===== src/sv/gcd3_pkg.sv =====
package gcd3_pkg;

  // operand and result width
  localparam int unsigned DataWidth  = 32;
  // width of the count of common factors of two
  localparam int unsigned ShiftWidth = $clog2(DataWidth);

  // input transaction
  typedef struct packed {
    logic [DataWidth-1:0] first_value;
    logic [DataWidth-1:0] second_value;
    logic [DataWidth-1:0] third_value;
  } operands_t;

  // output transaction
  typedef struct packed {
    logic [DataWidth-1:0] common_divisor;
    logic                 bad_operand;
  } result_t;

  // commands from controller to datapath
  typedef struct packed {
    logic load;    // take operands, start first pair
    logic step;    // one binary gcd step
    logic reload;  // first pair done, start pair with third operand
    logic finish;  // second pair done, publish result
    logic fail;    // zero operand, publish error
  } cmd_t;

  // status from datapath to controller
  typedef struct packed {
    logic equal;     // working values match, pair finished
    logic any_zero;  // an operand at the input is zero
  } status_t;

endpackage


===== src/sv/gcd_of_three.sv =====
// channel   | handshake             | payload
// ----------+-----------------------+---------------------------------------
// operands  | start high, busy low  | operands_i (first/second/third_value)
// result    | done_o strobe, 1 cycle| result_o (common_divisor, bad_operand)
//
// binary gcd, one step per cycle in a shared subtract/compare unit: first
// gcd(first, second), then gcd of that with third. Each pair runs halving
// or subtract steps until the working values match, then the pair result
// is taken over; the final result goes through the result register.
// a zero operand gives the error result in the cycle after start.
// reset clears controller state and the strobe; the receiver cannot stall.
module gcd_of_three (
  input  logic                clk_i,
  input  logic                rst_ni,
  input  logic                start,
  output logic                busy,
  input  gcd3_pkg::operands_t operands_i,
  output gcd3_pkg::result_t   result_o,
  output logic                done_o
);

  gcd3_pkg::cmd_t    cmd;
  gcd3_pkg::status_t status;

  // sequencer
  gcd3_ctrl u_ctrl (
    .clk_i    (clk_i),
    .rst_ni   (rst_ni),
    .start    (start),
    .busy     (busy),
    .status_i (status),
    .cmd_o    (cmd)
  );

  // working registers and step logic
  gcd3_dpath u_dpath (
    .clk_i      (clk_i),
    .rst_ni     (rst_ni),
    .operands_i (operands_i),
    .cmd_i      (cmd),
    .status_o   (status),
    .result_o   (result_o),
    .done_o     (done_o)
  );

endmodule


===== src/sv/gcd3_ctrl.sv =====
module gcd3_ctrl (
  input  logic             clk_i,
  input  logic             rst_ni,
  input  logic             start,
  output logic             busy,
  input  gcd3_pkg::status_t status_i,
  output gcd3_pkg::cmd_t    cmd_o
);

  localparam logic [1:0] StIdle  = 2'd0;
  localparam logic [1:0] StPair1 = 2'd1;
  localparam logic [1:0] StPair2 = 2'd2;

  logic [1:0] state_q, state_d;

  // next state and commands
  always_comb begin
    state_d = state_q;
    cmd_o   = '0;
    unique case (state_q)
      StIdle: begin
        if (start) begin
          if (status_i.any_zero) begin
            cmd_o.fail = 1'b1;
          end else begin
            cmd_o.load = 1'b1;
            state_d    = StPair1;
          end
        end
      end
      StPair1: begin
        if (status_i.equal) begin
          cmd_o.reload = 1'b1;
          state_d      = StPair2;
        end else begin
          cmd_o.step = 1'b1;
        end
      end
      StPair2: begin
        if (status_i.equal) begin
          cmd_o.finish = 1'b1;
          state_d      = StIdle;
        end else begin
          cmd_o.step = 1'b1;
        end
      end
      default: begin
        state_d = StIdle;
      end
    endcase
  end

  // state register
  always_ff @(posedge clk_i or negedge rst_ni) begin
    if (!rst_ni) begin
      state_q <= StIdle;
    end else begin
      state_q <= state_d;
    end
  end

  assign busy = (state_q != StIdle);

endmodule


===== src/sv/gcd3_dpath.sv =====
module gcd3_dpath (
  input  logic                clk_i,
  input  logic                rst_ni,
  input  gcd3_pkg::operands_t operands_i,
  input  gcd3_pkg::cmd_t      cmd_i,
  output gcd3_pkg::status_t   status_o,
  output gcd3_pkg::result_t   result_o,
  output logic                done_o
);

  localparam int unsigned W = gcd3_pkg::DataWidth;

  logic [W-1:0]                    x_q, x_d, y_q, y_d, c_q, c_d;
  logic [gcd3_pkg::ShiftWidth-1:0] k_q, k_d;
  gcd3_pkg::result_t               res_q, res_d;
  logic                            done_q, done_d;

  logic [W-1:0] diff_xy, diff_yx, pair_gcd;
  logic         x_gt_y;

  // difference and compare for the odd/odd case
  assign diff_xy  = x_q - y_q;
  assign diff_yx  = y_q - x_q;
  assign x_gt_y   = (x_q > y_q);
  // restore common factors of two
  assign pair_gcd = x_q << k_q;

  assign status_o.equal    = (x_q == y_q);
  assign status_o.any_zero = (operands_i.first_value == '0) ||
                             (operands_i.second_value == '0) ||
                             (operands_i.third_value == '0);

  // working registers
  always_comb begin
    x_d = x_q;
    y_d = y_q;
    c_d = c_q;
    k_d = k_q;
    if (cmd_i.load) begin
      x_d = operands_i.first_value;
      y_d = operands_i.second_value;
      c_d = operands_i.third_value;
      k_d = '0;
    end else if (cmd_i.reload) begin
      x_d = pair_gcd;
      y_d = c_q;
      k_d = '0;
    end else if (cmd_i.step) begin
      if (!x_q[0] && !y_q[0]) begin
        x_d = x_q >> 1;
        y_d = y_q >> 1;
        k_d = k_q + 1'b1;
      end else if (!x_q[0]) begin
        x_d = x_q >> 1;
      end else if (!y_q[0]) begin
        y_d = y_q >> 1;
      end else if (x_gt_y) begin
        x_d = diff_xy >> 1;
      end else begin
        y_d = diff_yx >> 1;
      end
    end
  end

  always_ff @(posedge clk_i) begin
    x_q <= x_d;
    y_q <= y_d;
    c_q <= c_d;
    k_q <= k_d;
  end

  // result register and strobe
  always_comb begin
    res_d  = res_q;
    done_d = 1'b0;
    if (cmd_i.finish) begin
      res_d.common_divisor = pair_gcd;
      res_d.bad_operand    = 1'b0;
      done_d               = 1'b1;
    end else if (cmd_i.fail) begin
      res_d.common_divisor = '0;
      res_d.bad_operand    = 1'b1;
      done_d               = 1'b1;
    end
  end

  always_ff @(posedge clk_i or negedge rst_ni) begin
    if (!rst_ni) begin
      done_q <= 1'b0;
    end else begin
      done_q <= done_d;
    end
  end

  always_ff @(posedge clk_i) begin
    res_q <= res_d;
  end

  assign result_o = res_q;
  assign done_o   = done_q;

endmodule

===== config.mk =====
export PLATFORM = sky130hd
export DESIGN_NAME = gcd_of_three
export DESIGN_NICKNAME = d
export VERILOG_FILES = /design/src/sv/gcd3_pkg.sv /design/src/sv/gcd_of_three.sv /design/src/sv/gcd3_ctrl.sv /design/src/sv/gcd3_dpath.sv
export SDC_FILE = /design/constraint.sdc
export NUM_CORES = 1
export LEC_CHECK = 0
export ABC_AREA = 1
export BUFFER_PORTS_ARGS = -buffer_cell sky130_fd_sc_hd__buf_2
export CORE_MARGIN = 2
export CORE_UTILIZATION = 40
export DETAILED_ROUTE_END_ITERATION = 6
export GPL_TIMING_DRIVEN = 0
export PLACE_DENSITY = 0.57
export SETUP_SLACK_MARGIN = 0.5
export SYNTH_ARGS = -nofsm -noshare
export SYNTH_HDL_FRONTEND = slang
export SYNTH_HIERARCHICAL = 1
export SYNTH_SLANG_ARGS = --single-unit

===== constraint.sdc =====
create_clock -name clk_i -period 11.9 [get_ports clk_i]
set_input_delay 0.595 -clock clk_i [delete_from_list [all_inputs] [get_ports clk_i]]
set_output_delay 0.595 -clock clk_i [all_outputs]
set_load 0.01 [all_outputs]

After elaboration in Yosys (flattened, before gate mapping):

Cells that the tools add are included.

* bits in writable memories: 0
* input port bits: 99
* memories: 0
* register bits: 137
* bits in latches: 0
* logic and storage cells: 79
* bits in read-only memories: 0

* bitwise gates (word level): 0
* equal/unequal tests: 10
* add/sub/neg operators: 3
* div/mod/pow operators: 0
* shift-type cells: 1
* reductions and logical operators: 20
* $mul: 0
* muxes and demuxes: 34
* order comparisons: 1

Operators with widths (count)
* two-way mux 32 bit: 14
* zero test 32 bit: 3
* two-way mux 33 bit: 2
* subtractor 32 bit: 2
* == test 32 bit: 1
* > comparator 32 bit: 1
* left shift 32 x 5 -> 32 bit: 1
* inequality test 5 bit (second input constant): 3
* two-way mux 1 bit: 13
* two-way mux 2 bit: 4
* inequality test 2 bit (second input constant): 4
* case mux 2 bit (3 select lines): 1
* AND reduction 3 bit: 2
* adder 5 x 1 -> 5 bit (second input constant): 1
* AND reduction 2 bit: 2
* AND reduction 4 bit: 1
* nonzero test 2 bit: 2
* nonzero test 4 bit: 1
* OR reduction 2 bit: 2
* nonzero test 3 bit: 1
* == test 2 x 1 -> 1 bit (second input constant): 1
* == test 2 bit (second input constant): 1
* zero test 1 bit: 2
* zero test 2 bit: 1
* 2 further kinds: 3

Depth between registers and ports, before layout:

* depth in word-level cells: 8
* depth in mapped cells: 19
* depth with buffers taken out: 19

Modules after synthesis:

The synthesis kept the hierarchy.

By module, submodules not included
* gcd3_dpath: instances 1, area each 12904.9 sq um, cells an instance 2046
* gcd3_ctrl: instances 1, area each 245.2 sq um, cells an instance 33

Worst setup path before layout:

OpenSTA, ideal clock, no wires.

* kind: input -> register
* start point: input operands_i[65] in the netlist's numbering
* end point: register u_dpath.x_q[10] (enable)
* path buffers: 2
* stages on the path: 11
* required time: 11.442 ns
* library setup time: 0.458 ns
* setup slack: 6.038 ns
* arrival: 5.404 ns
* path through: nor4_1 nand4_1 o22ai_1 o21bai_1 nor2_1 clkbuf_1 nor2_1 inv_1 clkbuf_1 nor2_1 nor3_1

RTL lines
* from (decl): RTL line gcd_of_three.sv:17 `input gcd3_pkg::operands_t operands_i,`
* to (signal assigned): RTL line gcd3_dpath.sv:66 `x_q <= x_d;`
* to (decl): RTL line gcd3_dpath.sv:13 `logic [W-1:0] x_q, x_d, y_q, y_d, c_q, c_d;`

==> metrics <==
status complete, no violations; Nets 2408; Final Cycle Share 44.5%; Synth Warn # 6; kind of critical path flip-flop to flip-flop; hold crit path type input pin to flip-flop; crit-path max cell delay 0.65 ns; initial core utilization 40.5%; routed wire length 57.8 mm; pin count of the biggest net entering global routing 34; clk root buf clkbuf_16; Hold WS 0.336 ns; CP arrival 5.43 ns; Avg WL per Cell 21.5 um; Yosys top cell by area edfxtp_1; CP Capture Type flip-flop; CP Capture Point u_dpath/x_q[11]$_DFFE_PP_; post-route ant nets 0; vias in the first global route 13.4k; Critical path origin u_dpath/x_q[21]$_DFFE_PP_; final setup TNS 0 ns; Unique masters post-synth 46; most common cell after layout, fill and taps aside nand2_1; Core ar. 32500 um2; minimum clock period 5.30 ns; GPL Wtd Cong 0.991; # clock sinks 137; Synth area leaders edfxtp_1, nand2_1, inv_1, nand3_1, ha_1; worst path required time 12.04 ns; Slew Limit Fails 0; number of buffers created by CTS 17; CP max FO 12; Gate Count Post-Synth 2079; Most used DFF post-synth edfxtp_1; Fin. Hold Viols 0; startpoint types flip-flop; DRT iter0 DRCs 1785; DP Wirelength 49.1 mm; Clock transition at path regs 0.06 ns; drt drc 0; FMAX 189 MHz; fill count 3554; syn_nets 2251; share of the synthesized area in the top cell type 29.2%; Worst path slowest cell nor3_2; Synth Cell Area 13200 um2; layout cells sized above 1 10.5%; commonest cells after routing, fill and taps aside nand2_1, inv_1, nand3_1, nor2_1, buf_2; Max-Cap Viols 0; worst r2r dst u_dpath/x_q[11]$_DFFE_PP_; initial antenna violation count 0; H-tree depth 4; Via Count 14.4k; Die ar. 34300 um2; worst slew pin tran 1.03 ns; die width 185 um; Skew-Pair Late Insertion Delay 0.46 ns; slew margin rel. 31.3%; ANT cells 0; Area Overhead vs Synth 14.4%; Avg Cell Area, Syn 6.33 um2; #FFs+latches synth 137; Die Height 185 um; register area share after synthesis 30.7%; async set-reset flop share out of synthesis 2.19%; critical path cell sequence inv_1 -> ha_1 -> buf_2 -> nand2_2 -> nor2_4 -> nand2_2 -> nor2_1 -> and3_1 -> nand2_1 -> inv_1 -> clkbuf_1 -> nor2_1 -> nand2_1 -> buf_1 -> a21oi_1 -> nor3_2 -> buf_4; unrepaired setup endpoints after global routing no; # Post-CTS Setup Buffers 0; register-to-register setup slack 6.60 ns; I/O Buffers 133; Ports 134; first-pass GRT wire length 83.5 mm; total track usage 34.0%; num rows 66; grt ovf 0; Reg2Reg Depth 17; TritonCTS clock tree done; Max clock buf depth 2; DRT Pass-1 Iters 7; Reg-to-Reg Start u_dpath/x_q[21]$_DFFE_PP_; DR vias/cell 5.36; final setup vio count 0; clk_skew 0.0205 ns; Post-synth EDFFs 128
sequential cells by signal (all words and copies together), names as in the netlist:
name / flops
u_dpath/result_o: 33
u_dpath/c_q: 32
u_dpath/x_q: 32
u_dpath/y_q: 32
u_dpath/k_q: 5
u_ctrl/state_q: 2
u_dpath/done_o: 1
layer usage:
layer | GRT usage [%] | routed length (um) | up-vias
met2 | 53.6 | 25600 | 644
met1 | 46.0 | 25200 | 6726
met5 | 0 | 0 | -
li1 | - | - | 6981
met3 | 6.82 | 5030 | 86
met4 | 12.2 | 1980 | 0
layout make-up:
class | count | area (um2) | area share [%]
clock inverter | 13 | 168 | 1.11
multi-input combinational | 1563 | 7630 | 50.7
tap | 442 | 553 | 3.68
sequential | 137 | 4040 | 26.8
clock buffer | 19 | 433 | 2.88
buffer | 77 | 347 | 2.30
inverter | 302 | 1140 | 7.56
timing repair buffer | 138 | 737 | 4.90
through the flow:
| stage | instances | util, % | cell area, um2 | setup slack, ns |
|---|---|---|---|---|
| after floorplan | 2079 | - | 13200 | 6.04 |
| after global placement | 2654 | 44.3 | 14400 | 3.25 |
| after detailed placement | 2657 | 44.4 | 14400 | 6.44 |
| after CTS | 2690 | 46.3 | 15000 | 6.40 |
| after global routing | 2691 | 46.4 | 15000 | 6.42 |
| final | 2691 | 46.4 | 15000 | 6.60 |
Yosys cell counts, types with 6 or more instances:
cell        n
nor3_1     12
nor2_1    151
nand4_1    21
dfxtp_1     6
inv_1     291
nand2_1   762
a21oi_1   128
o21bai_1    7
buf_2      13
o21ai_0    71
nor4_1     24
xnor2_1     6
ha_1       71
clkbuf_1   47
o21ai_1    29
nand2_2    18
nand3_1   187
edfxtp_1  128
inv_2       6
xor2_1     26
o211ai_1   10
buf_1      10
nor2_4      7
worst min path at each step:
stage                               from                       endpoint  slack, ns  cells past startpoint
after global placement            rst_ni  u_ctrl/state_q[0]$_DFFE_PN0P_       0.39                      1
after CTS                 operands_i[26]      u_dpath/c_q[26]$_DFFE_PP_       0.31                      1
final                      operands_i[2]       u_dpath/c_q[2]$_DFFE_PP_       0.34                      1
after global routing      operands_i[17]      u_dpath/c_q[17]$_DFFE_PP_       0.32                      1
after floorplan                   rst_ni  u_ctrl/state_q[0]$_DFFE_PN0P_       0.30                      0
after detailed placement          rst_ni  u_ctrl/state_q[0]$_DFFE_PN0P_       0.40                      1
what timing repair did:
| action | in CTS | in global routing |
|---|---|---|
| hold buffers | 1 | 0 |
| resized for setup | 0 | 0 |
| hold endpoints to repair | 3 | 0 |
| endpoints found under the setup margin | 0 | 0 |
worst max-delay path, delay by kind of cell (launching register included):
kind / cells / cell delay (ns)
adder cells (fa/ha/maj): 1 / 0.31
buffers and inverters: 6 / 1.67
flip-flops: 1 / 0.52
AND/OR/NAND/NOR: 9 / 2.34
AO/OA/AOI/OAI: 1 / 0.11
cells by family (layout without fill, tap and decap cells):
family / count (synthesis) / count (layout) / synth area share, %
compound gates: 254 / 254 / 10.3
xor+xnor: 32 / 32 / 2.13
fa+ha+maj: 73 / 73 / 7.06
buf+inv: 379 / 549 / 11.3
flops: 137 / 137 / 30.7
simple gates: 1204 / 1204 / 38.6
Power is not shown: default switching activity piles up to over one toggle a cycle in this logic, so the estimate is an artifact.
